===== src/rtl/core/i2cm_pkg.sv =====
// ----------------------------------------------------------------------------
// I2C master register transfer package
// Shared types, constants and state codes for the transfer sequencer.
// ----------------------------------------------------------------------------
package i2cm_pkg;

  localparam int unsigned ByteW  = 8;
  localparam int unsigned ReqW   = 2;
  localparam int unsigned TickW  = 3;
  localparam int unsigned BitW   = 4;
  localparam int unsigned ApbW   = 32;
  localparam int unsigned PaddrW = 3;

  localparam logic [ByteW-1:0] AckTimeoutReset = 8'd250;
  localparam logic [ByteW-1:0] MsbMask         = 8'h80;

  // Request codes
  localparam logic [ReqW-1:0] ReqTick  = 2'd0;
  localparam logic [ReqW-1:0] ReqRead  = 2'd1;
  localparam logic [ReqW-1:0] ReqWrite = 2'd2;

  // Register index decoded from paddr[2]
  localparam logic RegAckTimeout = 1'b0;

  typedef enum logic [14:0] {
    PhIdle      = 15'b000000000000001,
    PhStart1    = 15'b000000000000010,
    PhSendDev   = 15'b000000000000100,
    PhAckDev    = 15'b000000000001000,
    PhSendReg   = 15'b000000000010000,
    PhAckReg    = 15'b000000000100000,
    PhStart2    = 15'b000000001000000,
    PhSendDevr  = 15'b000000010000000,
    PhAckDevr   = 15'b000000100000000,
    PhSendData  = 15'b000001000000000,
    PhAckData   = 15'b000010000000000,
    PhReadBits  = 15'b000100000000000,
    PhMasterAck = 15'b001000000000000,
    PhStop      = 15'b010000000000000,
    PhStopFail  = 15'b100000000000000
  } phase_e;

  typedef struct packed {
    logic [ReqW-1:0]  req_type;
    logic [ByteW-1:0] dev_addr;
    logic [ByteW-1:0] reg_addr;
    logic [ByteW-1:0] byte_count;
    logic [ByteW-1:0] wr_byte;
    logic             sda_in;
  } req_t;

  typedef struct packed {
    logic             scl_level;
    logic             sda_level;
    logic             sda_drive_en;
    logic [ByteW-1:0] rd_byte;
    logic             rd_valid;
    logic             wr_taken;
    logic             busy_res;
    logic             done_res;
    logic             failed;
  } res_t;

endpackage


===== src/rtl/core/i2cm_req_if.sv =====
// ----------------------------------------------------------------------------
// I2C master request channel
// Valid/ready channel carrying one bus tick and an optional transfer command.
// ----------------------------------------------------------------------------
interface i2cm_req_if;
  logic                        valid;
  logic                        ready;
  logic [i2cm_pkg::ReqW-1:0]   req_type;
  logic [i2cm_pkg::ByteW-1:0]  dev_addr;
  logic [i2cm_pkg::ByteW-1:0]  reg_addr;
  logic [i2cm_pkg::ByteW-1:0]  byte_count;
  logic [i2cm_pkg::ByteW-1:0]  wr_byte;
  logic                        sda_in;

  modport source (
    output valid, req_type, dev_addr, reg_addr, byte_count, wr_byte, sda_in,
    input  ready
  );
  modport sink (
    input  valid, req_type, dev_addr, reg_addr, byte_count, wr_byte, sda_in,
    output ready
  );
endinterface


===== src/rtl/core/i2cm_res_if.sv =====
// ----------------------------------------------------------------------------
// I2C master result channel
// Valid/ready channel carrying the bus levels and status for one tick.
// ----------------------------------------------------------------------------
interface i2cm_res_if;
  logic                        valid;
  logic                        ready;
  logic                        scl_level;
  logic                        sda_level;
  logic                        sda_drive_en;
  logic [i2cm_pkg::ByteW-1:0]  rd_byte;
  logic                        rd_valid;
  logic                        wr_taken;
  logic                        busy_res;
  logic                        done_res;
  logic                        failed;

  modport source (
    output valid, scl_level, sda_level, sda_drive_en, rd_byte, rd_valid,
           wr_taken, busy_res, done_res, failed,
    input  ready
  );
  modport sink (
    input  valid, scl_level, sda_level, sda_drive_en, rd_byte, rd_valid,
           wr_taken, busy_res, done_res, failed,
    output ready
  );
endinterface


===== src/rtl/core/i2c_master_register_transfer.sv =====
// Path: an accepted request is held in the input register, then the sequencer
//   step writes its result into the result register.
// Throughput: one request per cycle while res_o is not stalled; the
//   sequencer steps one bus tick per request in the single-step phase logic.
// Reset: rst_ni clears both stage valids, the sequencer (idle phase, counters
//   zero) and sets ack_timeout to 250. No clearing pass is needed.
// ----------------------------------------------------------------------------
// I2C master register transfer
// Tick-driven I2C master running register writes and register reads with
// start, repeated start, ACK polling with timeout, and stop.
// ----------------------------------------------------------------------------
module i2c_master_register_transfer (
  input  logic                          clk_i,
  input  logic                          rst_ni,
  i2cm_req_if.sink                      req_i,
  i2cm_res_if.source                    res_o,
  input  logic                          psel,
  input  logic                          penable,
  input  logic                          pwrite,
  input  logic [i2cm_pkg::PaddrW-1:0]   paddr,
  input  logic [i2cm_pkg::ApbW-1:0]     pwdata,
  output logic [i2cm_pkg::ApbW-1:0]     prdata,
  output logic                          pready
);

  localparam int unsigned ByteW = i2cm_pkg::ByteW;
  localparam int unsigned TickW = i2cm_pkg::TickW;
  localparam int unsigned BitW  = i2cm_pkg::BitW;

  // --------------------------------------------------------------------------
  // Configuration register
  // --------------------------------------------------------------------------
  logic [ByteW-1:0] ack_timeout_q;
  logic             cfg_wr;

  assign pready = 1'b1;
  assign cfg_wr = psel && penable && pwrite && (paddr[2] == i2cm_pkg::RegAckTimeout);

  always_ff @(posedge clk_i or negedge rst_ni) begin
    if (!rst_ni) begin
      ack_timeout_q <= i2cm_pkg::AckTimeoutReset;
    end else if (cfg_wr) begin
      ack_timeout_q <= pwdata[ByteW-1:0];
    end
  end

  assign prdata = (paddr[2] == i2cm_pkg::RegAckTimeout) ?
                  {{(i2cm_pkg::ApbW-ByteW){1'b0}}, ack_timeout_q} : '0;

  // --------------------------------------------------------------------------
  // Pipeline handshake: input register feeds the sequencer step, which
  // loads the result register. Advance whenever the result slot is free.
  // --------------------------------------------------------------------------
  i2cm_pkg::req_t in_q;
  logic           in_valid_q;
  i2cm_pkg::res_t out_q;
  logic           out_valid_q;
  logic           advance;
  logic           step;

  assign advance     = !out_valid_q || res_o.ready;
  assign step        = advance && in_valid_q;
  assign req_i.ready = !in_valid_q || advance;

  always_ff @(posedge clk_i or negedge rst_ni) begin
    if (!rst_ni) begin
      in_valid_q <= 1'b0;
    end else if (req_i.ready) begin
      in_valid_q <= req_i.valid;
    end
  end

  always_ff @(posedge clk_i) begin
    if (req_i.ready && req_i.valid) begin
      in_q.req_type   <= req_i.req_type;
      in_q.dev_addr   <= req_i.dev_addr;
      in_q.reg_addr   <= req_i.reg_addr;
      in_q.byte_count <= req_i.byte_count;
      in_q.wr_byte    <= req_i.wr_byte;
      in_q.sda_in     <= req_i.sda_in;
    end
  end

  // --------------------------------------------------------------------------
  // Sequencer state
  // --------------------------------------------------------------------------
  i2cm_pkg::phase_e phase_q, phase_d;
  logic [TickW-1:0] tick_q, tick_d;
  logic [BitW-1:0]  bit_q, bit_d;
  logic [ByteW-1:0] bytes_done_q, bytes_done_d;
  logic [ByteW-1:0] shift_q, shift_d;
  logic [ByteW-1:0] ack_wait_q, ack_wait_d;
  logic [ByteW-1:0] dev_q, dev_d;
  logic [ByteW-1:0] reg_q, reg_d;
  logic [ByteW-1:0] count_q, count_d;
  logic             is_read_q, is_read_d;
  i2cm_pkg::res_t   res_d;
  logic [ByteW:0]   next_done;
  logic             last_byte;

  // One bus tick of the transfer sequencer.
  always_comb begin
    phase_d      = phase_q;
    tick_d       = tick_q;
    bit_d        = bit_q;
    bytes_done_d = bytes_done_q;
    shift_d      = shift_q;
    ack_wait_d   = ack_wait_q;
    dev_d        = dev_q;
    reg_d        = reg_q;
    count_d      = count_q;
    is_read_d    = is_read_q;

    res_d.scl_level    = 1'b1;
    res_d.sda_level    = 1'b1;
    res_d.sda_drive_en = 1'b1;
    res_d.rd_byte      = '0;
    res_d.rd_valid     = 1'b0;
    res_d.wr_taken     = 1'b0;
    res_d.busy_res     = 1'b1;
    res_d.done_res     = 1'b0;
    res_d.failed       = 1'b0;

    next_done = {1'b0, bytes_done_q} + 1'b1;
    last_byte = next_done >= {1'b0, count_q};

    // A command in idle starts the transfer on this very tick.
    if (phase_q == i2cm_pkg::PhIdle &&
        (in_q.req_type == i2cm_pkg::ReqRead || in_q.req_type == i2cm_pkg::ReqWrite)) begin
      dev_d        = in_q.dev_addr;
      reg_d        = in_q.reg_addr;
      count_d      = in_q.byte_count;
      is_read_d    = (in_q.req_type == i2cm_pkg::ReqRead);
      bytes_done_d = '0;
      shift_d      = '0;
      phase_d      = i2cm_pkg::PhStart1;
      tick_d       = '0;
      bit_d        = '0;
      ack_wait_d   = '0;
    end

    case (phase_d)
      i2cm_pkg::PhStart1, i2cm_pkg::PhStart2: begin
        res_d.sda_level = (tick_d < TickW'(4));
        if (tick_d == TickW'(7)) begin
          shift_d = (phase_d == i2cm_pkg::PhStart1) ? dev_d : dev_d + 1'b1;
          phase_d = (phase_d == i2cm_pkg::PhStart1) ? i2cm_pkg::PhSendDev
                                                    : i2cm_pkg::PhSendDevr;
          tick_d  = '0;
          bit_d   = '0;
        end else begin
          tick_d = tick_d + 1'b1;
        end
      end

      i2cm_pkg::PhSendDev, i2cm_pkg::PhSendReg,
      i2cm_pkg::PhSendDevr, i2cm_pkg::PhSendData: begin
        // Fetch the next data byte on the first tick of its first bit.
        if (phase_d == i2cm_pkg::PhSendData && bit_d == '0 && tick_d == '0) begin
          shift_d        = in_q.wr_byte;
          res_d.wr_taken = 1'b1;
        end
        res_d.sda_level = |(shift_d & i2cm_pkg::MsbMask);
        res_d.scl_level = (tick_d == TickW'(1));
        if (tick_d >= TickW'(2)) begin
          tick_d  = '0;
          shift_d = {shift_d[ByteW-2:0], 1'b0};
          bit_d   = bit_d + 1'b1;
          if (bit_d >= BitW'(8)) begin
            case (phase_d)
              i2cm_pkg::PhSendDev:  phase_d = i2cm_pkg::PhAckDev;
              i2cm_pkg::PhSendReg:  phase_d = i2cm_pkg::PhAckReg;
              i2cm_pkg::PhSendDevr: phase_d = i2cm_pkg::PhAckDevr;
              default:              phase_d = i2cm_pkg::PhAckData;
            endcase
            tick_d     = '0;
            bit_d      = '0;
            ack_wait_d = '0;
          end
        end else begin
          tick_d = tick_d + 1'b1;
        end
      end

      i2cm_pkg::PhAckDev, i2cm_pkg::PhAckReg,
      i2cm_pkg::PhAckDevr, i2cm_pkg::PhAckData: begin
        res_d.sda_drive_en = 1'b0;
        if (tick_d == '0) begin
          res_d.scl_level = 1'b0;
          tick_d          = TickW'(1);
        end else if (tick_d == TickW'(1)) begin
          tick_d = TickW'(2);
        end else if (!in_q.sda_in) begin
          // Slave acknowledged: move on to the next part of the transfer.
          tick_d = '0;
          bit_d  = '0;
          case (phase_d)
            i2cm_pkg::PhAckDev: begin
              shift_d = reg_d;
              phase_d = i2cm_pkg::PhSendReg;
            end
            i2cm_pkg::PhAckReg: begin
              bytes_done_d = '0;
              ack_wait_d   = '0;
              if (is_read_d) begin
                phase_d = i2cm_pkg::PhStart2;
              end else begin
                phase_d = (count_d != '0) ? i2cm_pkg::PhSendData : i2cm_pkg::PhStop;
              end
            end
            i2cm_pkg::PhAckDevr: begin
              bytes_done_d = '0;
              shift_d      = '0;
              ack_wait_d   = '0;
              phase_d      = (count_d != '0) ? i2cm_pkg::PhReadBits : i2cm_pkg::PhStop;
            end
            default: begin
              bytes_done_d = next_done[ByteW-1:0];
              ack_wait_d   = '0;
              phase_d      = (next_done[ByteW-1:0] < count_d) ? i2cm_pkg::PhSendData
                                                              : i2cm_pkg::PhStop;
            end
          endcase
        end else if (ack_wait_d >= ack_timeout_q) begin
          phase_d    = i2cm_pkg::PhStopFail;
          tick_d     = '0;
          bit_d      = '0;
          ack_wait_d = '0;
        end else begin
          ack_wait_d = ack_wait_d + 1'b1;
        end
      end

      i2cm_pkg::PhReadBits: begin
        res_d.sda_drive_en = 1'b0;
        if (tick_d == '0) begin
          res_d.scl_level = 1'b0;
          tick_d          = TickW'(1);
        end else begin
          shift_d = {shift_d[ByteW-2:0], in_q.sda_in};
          tick_d  = '0;
          bit_d   = bit_d + 1'b1;
          if (bit_d >= BitW'(8)) begin
            phase_d = i2cm_pkg::PhMasterAck;
            bit_d   = '0;
          end
        end
      end

      i2cm_pkg::PhMasterAck: begin
        // ACK holds SCL high two ticks, NACK on the last byte only one.
        res_d.sda_level = last_byte;
        res_d.scl_level = (tick_d != '0);
        if (tick_d >= (last_byte ? TickW'(1) : TickW'(2))) begin
          res_d.rd_byte  = shift_d;
          res_d.rd_valid = 1'b1;
          bytes_done_d   = next_done[ByteW-1:0];
          shift_d        = '0;
          phase_d        = (next_done[ByteW-1:0] >= count_d) ? i2cm_pkg::PhStop
                                                             : i2cm_pkg::PhReadBits;
          tick_d         = '0;
          bit_d          = '0;
          ack_wait_d     = '0;
        end else begin
          tick_d = tick_d + 1'b1;
        end
      end

      i2cm_pkg::PhStop, i2cm_pkg::PhStopFail: begin
        res_d.scl_level = (tick_d >= TickW'(4));
        res_d.sda_level = (tick_d >= TickW'(4));
        if (tick_d == TickW'(7)) begin
          res_d.done_res = 1'b1;
          res_d.failed   = (phase_d == i2cm_pkg::PhStopFail);
          phase_d        = i2cm_pkg::PhIdle;
          tick_d         = '0;
          bit_d          = '0;
          ack_wait_d     = '0;
          bytes_done_d   = '0;
        end else begin
          tick_d = tick_d + 1'b1;
        end
      end

      default: begin
        phase_d        = i2cm_pkg::PhIdle;
        tick_d         = '0;
        bit_d          = '0;
        res_d.busy_res = 1'b0;
      end
    endcase
  end

  always_ff @(posedge clk_i or negedge rst_ni) begin
    if (!rst_ni) begin
      phase_q      <= i2cm_pkg::PhIdle;
      tick_q       <= '0;
      bit_q        <= '0;
      bytes_done_q <= '0;
      shift_q      <= '0;
      ack_wait_q   <= '0;
      dev_q        <= '0;
      reg_q        <= '0;
      count_q      <= '0;
      is_read_q    <= 1'b0;
    end else if (step) begin
      phase_q      <= phase_d;
      tick_q       <= tick_d;
      bit_q        <= bit_d;
      bytes_done_q <= bytes_done_d;
      shift_q      <= shift_d;
      ack_wait_q   <= ack_wait_d;
      dev_q        <= dev_d;
      reg_q        <= reg_d;
      count_q      <= count_d;
      is_read_q    <= is_read_d;
    end
  end

  // --------------------------------------------------------------------------
  // Result register
  // --------------------------------------------------------------------------
  always_ff @(posedge clk_i or negedge rst_ni) begin
    if (!rst_ni) begin
      out_valid_q <= 1'b0;
    end else if (advance) begin
      out_valid_q <= in_valid_q;
    end
  end

  always_ff @(posedge clk_i) begin
    if (step) begin
      out_q <= res_d;
    end
  end

  assign res_o.valid        = out_valid_q;
  assign res_o.scl_level    = out_q.scl_level;
  assign res_o.sda_level    = out_q.sda_level;
  assign res_o.sda_drive_en = out_q.sda_drive_en;
  assign res_o.rd_byte      = out_q.rd_byte;
  assign res_o.rd_valid     = out_q.rd_valid;
  assign res_o.wr_taken     = out_q.wr_taken;
  assign res_o.busy_res     = out_q.busy_res;
  assign res_o.done_res     = out_q.done_res;
  assign res_o.failed       = out_q.failed;

endmodule


===== src/flat_wrapper.sv =====
// flat-port wrapper written by rule: the top's interface ports become plain ports
module i2c_master_register_transfer_flat 
  (clk_i, rst_ni, psel, penable, pwrite, paddr, pwdata, prdata, pready, req_i_valid, req_i_req_type, req_i_dev_addr, req_i_reg_addr, req_i_byte_count, req_i_wr_byte, req_i_sda_in, req_i_ready, res_o_valid, res_o_scl_level, res_o_sda_level, res_o_sda_drive_en, res_o_rd_byte, res_o_rd_valid, res_o_wr_taken, res_o_busy_res, res_o_done_res, res_o_failed, res_o_ready);
  i2cm_req_if req_i_i ();
  i2cm_res_if res_o_i ();
  input  logic clk_i;
  input  logic rst_ni;
  input  logic psel;
  input  logic penable;
  input  logic pwrite;
  input  logic [i2cm_pkg::PaddrW-1:0] paddr;
  input  logic [i2cm_pkg::ApbW-1:0] pwdata;
  output logic [i2cm_pkg::ApbW-1:0] prdata;
  output logic pready;
  input wire logic [$bits(req_i_i.valid)-1:0] req_i_valid;
  input wire logic [$bits(req_i_i.req_type)-1:0] req_i_req_type;
  input wire logic [$bits(req_i_i.dev_addr)-1:0] req_i_dev_addr;
  input wire logic [$bits(req_i_i.reg_addr)-1:0] req_i_reg_addr;
  input wire logic [$bits(req_i_i.byte_count)-1:0] req_i_byte_count;
  input wire logic [$bits(req_i_i.wr_byte)-1:0] req_i_wr_byte;
  input wire logic [$bits(req_i_i.sda_in)-1:0] req_i_sda_in;
  output wire logic [$bits(req_i_i.ready)-1:0] req_i_ready;
  output wire logic [$bits(res_o_i.valid)-1:0] res_o_valid;
  output wire logic [$bits(res_o_i.scl_level)-1:0] res_o_scl_level;
  output wire logic [$bits(res_o_i.sda_level)-1:0] res_o_sda_level;
  output wire logic [$bits(res_o_i.sda_drive_en)-1:0] res_o_sda_drive_en;
  output wire logic [$bits(res_o_i.rd_byte)-1:0] res_o_rd_byte;
  output wire logic [$bits(res_o_i.rd_valid)-1:0] res_o_rd_valid;
  output wire logic [$bits(res_o_i.wr_taken)-1:0] res_o_wr_taken;
  output wire logic [$bits(res_o_i.busy_res)-1:0] res_o_busy_res;
  output wire logic [$bits(res_o_i.done_res)-1:0] res_o_done_res;
  output wire logic [$bits(res_o_i.failed)-1:0] res_o_failed;
  input wire logic [$bits(res_o_i.ready)-1:0] res_o_ready;
  assign req_i_i.valid = req_i_valid;
  assign req_i_i.req_type = req_i_req_type;
  assign req_i_i.dev_addr = req_i_dev_addr;
  assign req_i_i.reg_addr = req_i_reg_addr;
  assign req_i_i.byte_count = req_i_byte_count;
  assign req_i_i.wr_byte = req_i_wr_byte;
  assign req_i_i.sda_in = req_i_sda_in;
  assign req_i_ready = req_i_i.ready;
  assign res_o_valid = res_o_i.valid;
  assign res_o_scl_level = res_o_i.scl_level;
  assign res_o_sda_level = res_o_i.sda_level;
  assign res_o_sda_drive_en = res_o_i.sda_drive_en;
  assign res_o_rd_byte = res_o_i.rd_byte;
  assign res_o_rd_valid = res_o_i.rd_valid;
  assign res_o_wr_taken = res_o_i.wr_taken;
  assign res_o_busy_res = res_o_i.busy_res;
  assign res_o_done_res = res_o_i.done_res;
  assign res_o_failed = res_o_i.failed;
  assign res_o_i.ready = res_o_ready;
  i2c_master_register_transfer u_core (.clk_i(clk_i), .rst_ni(rst_ni), .req_i(req_i_i), .res_o(res_o_i), .psel(psel), .penable(penable), .pwrite(pwrite), .paddr(paddr), .pwdata(pwdata), .prdata(prdata), .pready(pready));
endmodule

===== config.mk =====
export PLATFORM = sky130hd
export DESIGN_NAME = i2c_master_register_transfer_flat
export DESIGN_NICKNAME = d
export VERILOG_FILES = /design/src/rtl/core/i2cm_pkg.sv /design/src/rtl/core/i2cm_req_if.sv /design/src/rtl/core/i2cm_res_if.sv /design/src/rtl/core/i2c_master_register_transfer.sv /design/src/flat_wrapper.sv
export SDC_FILE = /design/constraint.sdc
export NUM_CORES = 1
export LEC_CHECK = 0
export BUFFER_PORTS_ARGS = -buffer_cell sky130_fd_sc_hd__buf_4
export CAP_MARGIN = 20
export CELL_PAD_IN_SITES_DETAIL_PLACEMENT = 2
export CELL_PAD_IN_SITES_GLOBAL_PLACEMENT = 2
export CORE_MARGIN = 8
export CORE_UTILIZATION = 36
export DETAILED_ROUTE_END_ITERATION = 6
export PLACE_DENSITY = 0.82
export SETUP_SLACK_MARGIN = 0.05
export SYNTH_ARGS = -nofsm -noshare
export SYNTH_HDL_FRONTEND = slang
export SYNTH_SLANG_ARGS = --single-unit

===== constraint.sdc =====
create_clock -name clk_i -period 5.4 [get_ports clk_i]
set_input_delay 0 -clock clk_i [delete_from_list [all_inputs] [get_ports clk_i]]
set_output_delay 0 -clock clk_i [all_outputs]
set_load 0.01 [all_outputs]

After elaboration in Yosys (flattened, before gate mapping)
Index checks and enable logic that the tools add are counted.
W data, S select, Z words.
{"block": "word_totals", "output_inout_bits": 51, "ff_bits": 132}
{"block": "op_classes", "n_reduce_logical": 27, "bitwise_logic": 1, "add_sub_neg": 5, "n_mux": 87, "n_eq_ne": 19, "magnitude_cmp": 9}
{"op": "$mux W8", "count": 31}
{"op": "$mux W15", "count": 13}
{"op": "$pmux W15 S6", "count": 1}
{"op": "$mux W14", "count": 4}
{"op": "$pmux W15 S3", "count": 1}
{"op": "$mux W4", "count": 10}
{"op": "$pmux W8 S5", "count": 1}
{"op": "$pmux W11 S3", "count": 1}
{"op": "$pmux W8 S2", "count": 2}
{"op": "$pmux W8 S4", "count": 1}
{"op": "$mux W3", "count": 8}
{"op": "$pmux W8 S3", "count": 1}
{"op": "$pmux W4 S5", "count": 1}
{"op": "$add A8 B1 Y8 const B", "count": 2}
{"op": "$ge A8 B8 Y1", "count": 2}
{"op": "$eq A15 B1 Y1 const B", "count": 1}
{"op": "$eq A15 B10 Y1 const B", "count": 1}
{"op": "$eq A15 B11 Y1 const B", "count": 1}
{"op": "$eq A15 B12 Y1 const B", "count": 1}
{"op": "$eq A15 B13 Y1 const B", "count": 1}
{"op": "$eq A15 B14 Y1 const B", "count": 1}
{"op": "$eq A15 B15 Y1 const B", "count": 1}
{"op": "$eq A15 B2 Y1 const B", "count": 1}
{"op": "$eq A15 B3 Y1 const B", "count": 1}
{"op": "37 further kinds", "count": 60}

Logic depth before layout (Yosys ltp)
{"block": "logic_depth", "word_depth": 12, "depth_mapped": 19}

Least setup slack after synthesis
No wires, ideal clock.
{"block": "synth_path", "kind": "register to register", "start": "register u_core.phase_q[4]", "end": "register u_core.bit_q[0]", "arrival_ps": 4181, "path_buffers": 5, "stages_incl_launch_ff": 18, "setup_slack_ps": 1101, "period_less_slack_ps": 4299, "cell_sequence": "dfrtp_1 > buf_2 > or4_1 > buf_4 > nor4_4 > buf_4 > nand2_1 > buf_4 > clkbuf_1 > and2_1 > ha_1 > a211oi_1 > a2111oi_1 > a2111oi_4 > o21ai_2 > o2111ai_1 > a31o_2 > a21o_1"}
{"block": "synth_via", "elab_chain_cells": 9, "word_cells_on_any_way": 41}
{"item": "from (decl)", "line": "i2c_master_register_transfer.sv:87", "text": "i2cm_pkg::phase_e phase_q, phase_d;"}
{"item": "from (signal assigned)", "line": "i2c_master_register_transfer.sv:296", "text": "phase_q <= i2cm_pkg::PhIdle;"}
{"item": "from (signal assigned)", "line": "i2c_master_register_transfer.sv:307", "text": "phase_q <= phase_d;"}
{"item": "branches (longest 8 deep; another with $add A4 B1 Y4)"}
{"item": "$pmux W4 S5 *", "line": "i2c_master_register_transfer.sv:142", "text": "case (phase_d)"}
{"item": "to (signal assigned)", "line": "i2c_master_register_transfer.sv:309", "text": "bit_q <= bit_d;"}
{"item": "to (decl)", "line": "i2c_master_register_transfer.sv:89", "text": "logic [BitW-1:0] bit_q, bit_d;"}
Mark *: on every way between the ends.
A chain may end at the register's enable or synchronous reset.

Worst setup path after layout
{"block": "layout_path", "start": "register u_core.bytes_done_q[0]", "end": "register u_core.bytes_done_q[0]"}
{"block": "layout_via", "elab_chain_cells": 6, "word_cells_on_any_way": 12}
{"item": "from (decl)", "line": "i2c_master_register_transfer.sv:90", "text": "logic [ByteW-1:0] bytes_done_q, bytes_done_d;"}
{"item": "from (signal assigned)", "line": "i2c_master_register_transfer.sv:310", "text": "bytes_done_q <= bytes_done_d;"}
{"item": "$add A8 B1 Y9 or $mux W8 (tied branches)", "line": "i2c_master_register_transfer.sv:124, i2c_master_register_transfer.sv:128"}
{"item": "$ge A9 B8 Y1 or $pmux W8 S2 (tied branches)", "line": "i2c_master_register_transfer.sv:125, i2c_master_register_transfer.sv:197"}
{"item": "$mux W2 or $mux W8 (tied branches)", "line": "i2c_master_register_transfer.sv:254, i2c_master_register_transfer.sv:193"}
{"item": "$ge A3 B3 Y1 or $mux W8 (tied branches)", "line": "i2c_master_register_transfer.sv:254, i2c_master_register_transfer.sv:191"}
{"item": "$mux W8, on equally long branches", "line": "i2c_master_register_transfer.sv:254, i2c_master_register_transfer.sv:188"}
{"item": "$pmux W8 S3 *", "line": "i2c_master_register_transfer.sv:142"}
Every way passes the cells marked *; elsewhere a longest branch is shown, timed or not.

==> impl_metrics.env <==
export IMPL_outcome="finished, final reports clean"
export IMPL_cts_resized=0
export IMPL_ys_ff_latch=132
export IMPL_fmax_ghz=0.203
export IMPL_p_leak_nw=4.40
export IMPL_drt_iter0_markers=664
export IMPL_path_class="reg2reg"
export IMPL_slew_headroom_pct=25.2
export IMPL_crit_buf_inv=2
export IMPL_tightest_slew_ns=1.11
export IMPL_grtUsageTotal_pct=23.6
export IMPL_dp_slack_ns=0.579
export IMPL_ys_top_cells_by_area="dfrtp_1, edfxtp_1, nand2_1, ha_1, nor2_1"
export IMPL_worstPathMaxFanout=9
export IMPL_coreArea_um2=22600
export IMPL_cp_slowest_cell="dfrtp_1"
export IMPL_syn_inst=902
export IMPL_synth_top_cell_area_share_pct=22.2
export IMPL_cp_cell_sequence="ha_1 > and3_1 > and3_1 > xor2_1 > ha_1 > or2_2 > a21oi_1 > nor2_1 > ha_1 > nand2b_1 > a21oi_1 > inv_1 > o21ai_2 > inv_2 > a21oi_1 > nor2_1 > mux2_2"
export IMPL_antenna_found_initial=1
export IMPL_synth_common_cells="nand2_1, dfrtp_1, nor2_1, edfxtp_1, o21ai_0"
export IMPL_clock_sinks=132
export IMPL_detailed_place_hpwl_um=22200
export IMPL_viasPerCell=6.05
export IMPL_dieArea_um2=28200
export IMPL_grt_pass1_wl_um=51900
export IMPL_ant_nets=0
export IMPL_hp_class="in2async"
export IMPL_dpl_cell_area_um2=9070
export IMPL_p_sw_mw=1.63
export IMPL_nFillCells=2424
export IMPL_htreeDepth=4
export IMPL_yosys_area_share_xor_xnor_pct=1.89
export IMPL_met2_usage_pct=39.6
export IMPL_cts_setup_buffers=0
export IMPL_clkLatencyLatePin_ns=0.44
export IMPL_synthFlopType="dfrtp_1"
export IMPL_drv_max_cap_violation_count=0
export IMPL_grt_pass1_vias=8785
export IMPL_use_met1_pct=28.9
export IMPL_port_buffers=76
export IMPL_place_gp_congestion=0.935
export IMPL_cts_max_path_buffers=2
export IMPL_die_h_um=168
export IMPL_fin_ws_ns=0.483
export IMPL_synth_area_leader_cell="dfrtp_1"
export IMPL_fp_dieW_um=168
export IMPL_ir_worst_vdd_uv=234
export IMPL_internal_power_mw=2.36
export IMPL_drtPass1Iterations=5
export IMPL_cts_tree="yes"
export IMPL_synth_area_mux_share_pct=3.61
export IMPL_area_growth_pct=21.5
export IMPL_nets=1127
export IMPL_initial_utilization_pct=36.8
export IMPL_synth_compound_area_share_pct=18.8
export IMPL_crit_required_ns=5.72
export IMPL_critPathTopFamily="simple AND/OR/NAND/NOR gates"
export IMPL_synthArstFlopShare_pct=61.4
export IMPL_cp_arrival_ns=5.23
export IMPL_busiest_layer="met2"
export IMPL_cts_root_buf="clkbuf_16"
export IMPL_rsz0062_at_grt="no"
export IMPL_final_setup_tns_ns=0
export IMPL_synth_simple_gate_area_share_pct=21.6
export IMPL_power_share_clock_pct=28.8
export IMPL_drt_total_wl_um=33100
export IMPL_synth_distinct_cells=79
export IMPL_numCtsBuffers=17
export IMPL_netlist_area_um2=8330
export IMPL_min_period_ns=4.92
export IMPL_fin_skew_ns=0.0159
export IMPL_synth_area_per_cell_um2=9.23
export IMPL_grtUsageMet3_pct=4.35
export IMPL_ios=128
export IMPL_cts_hold_buf=47
export IMPL_overflow=0
export IMPL_drv_slew=0
export IMPL_synth_edf_count=51
export IMPL_power_frac_comb_pct=36.3
export IMPL_final_area_um2=10100
export IMPL_vias=7946
export IMPL_ys_seq_area_share_pct=42.8
export IMPL_hold_violations=0
export IMPL_synth_top_family_by_area="simple AND/OR/NAND/NOR gates"
export IMPL_yosys_warnings=0
export IMPL_num_rows=55
export IMPL_drc=0
export IMPL_cpPeakStageDelay_ns=0.43
export IMPL_synth_most_common_cell="nand2_1"
export IMPL_drive_gt1_share_pct=16.6
export IMPL_powerDensity_nw_per_um2=395
export IMPL_p_seq_share_pct=34.9
export IMPL_endpoint_kind="flop"
export IMPL_drt_wirelength_per_cell_um=25.2
export IMPL_setup_viol=0
export IMPL_p_total_mw=3.99
export IMPL_switching_share_pct=40.8
export IMPL_finish_utilization_pct=44.7
export IMPL_grt_start_max_net_pins=61
export IMPL_fin_crit_sh_pct=91.1
export IMPL_clkSlewWorstSetupHoldPaths_ns=0.06
export IMPL_synthAdderAreaFrac_pct=5.26
export IMPL_startpoint_type="flop"
==> metal layers <==
metal  part of all wire, %  routed length (um)
met4                   3.9                1290
met2                    48               16000
met3                   6.2                2040
met5                     0                   0
met1                    42               13700
==> cells in the final DEF, fill, tap and decap left out, drive strengths merged, types with 6 or more instances in the layout <==
cell type      n
dfstp          7
clkbuf        19
o21ai         61
a31oi         18
nand2        139
o211ai        10
dfrtp         74
ha            35
dlygate4sd3   47
mux2i         12
a21o          14
xor2           6
and3          11
o21a           9
a211oi         9
a21oi         37
and2          14
conb          25
nor3          19
mux2          16
inv           41
xnor2         12
nor2          69
nand3         30
buf           87
a22o           9
nand4         13
nor4          13
edfxtp        51
o31ai         12
nand2b        14
==> state kept, by name (all words and copies together), names as in the netlist, 8 cells and up <==
signal / count
u_core.shift_q: 8
u_core.in_q: 35
u_core.phase_q: 15
u_core.ack_wait_q: 8
u_core.dev_q: 8
u_core.ack_timeout_q: 8
u_core.res_o.rd_byte: 8
u_core.reg_q: 8
u_core.bytes_done_q: 8
u_core.count_q: 8
==> worst paths after layout <==
| kind | from | to | slack [ns] | cells past startpoint |
|---|---|---|---|---|
| worst max register to register | u_core.bytes_done_q[0]$_DFFE_PN0P_ | u_core.bytes_done_q[0]$_DFFE_PN0P_ | 0.48 | 17 |
| worst min register to register | u_core.in_q[20]$_DFFE_PP_ | u_core.reg_q[3]$_DFFE_PN0P_ | 0.46 | 2 |
| max in group asynchronous | rst_ni | u_core.ack_wait_q[6]$_DFFE_PN0P_ | 4.15 | 3 |
| worst min-delay path | rst_ni | u_core.res_o.valid$_DFFE_PN0P_ | 0.0005 | 2 |
| min in group clk_i | pwrite | u_core.ack_timeout_q[0]$_DFFE_PN0P_ | 0.27 | 3 |
| worst max-delay path | u_core.bytes_done_q[0]$_DFFE_PN0P_ | u_core.bytes_done_q[0]$_DFFE_PN0P_ | 0.48 | 17 |
==> area by class of cell <==
cell class | count | area [um2] | share of cell area (%)
Inverter | 38 | 143 | 1.41
Clock inverter | 13 | 125 | 1.24
Multi-Input combinational cell | 692 | 4350 | 43.0
Timing Repair Buffer | 134 | 1120 | 11.1
Antenna cell | 1 | 2.50 | 0.0247
Sequential cell | 132 | 3570 | 35.3
Tap cell | 285 | 357 | 3.53
Clock buffer | 19 | 443 | 4.38
==> power groups by stage <==
stage	Sequential, mW	Combinational (mW)	Clock, mW
2_1_floorplan	1.31	0.850	0
3_3_place_gp	1.38	1.29	0
3_5_place_dp	1.40	1.34	0
4_1_cts	1.38	1.41	1.15
5_1_grt	1.41	1.57	1.19
6_report	1.39	1.45	1.15
==> stage by stage <==
stage          hold slack, ns  instances
6_report             0.000453       1314
5_1_grt                0.0430       1314
4_1_cts               0.00163       1313
3_5_place_dp          -0.0866       1234
3_3_place_gp          -0.0945       1234
2_1_floorplan          -0.296        925
==> kinds of logic after synthesis <==
logic type,after synthesis
XOR/XNOR,18
AO/OA/AOI/OAI,230
AND/OR/NAND/NOR,356
other,2
flip-flops,132
multiplexers,28
adder cells (fa/ha/maj),35
buffers and inverters,101
==> worst reg2reg max path: cells and delay by family (launching register included) <==
family | cells | cell delay, ns
muxes | 1 | 0.33
DFF | 1 | 0.43
buffers and inverters | 2 | 0.32
adders and majority gates | 3 | 0.88
AOI/OAI and AO/OA | 4 | 1.20
xor gates and xnor gates | 1 | 0.34
and+or+nand+nor | 6 | 1.31
No activity file was read; power rests on OpenSTA's default activity.
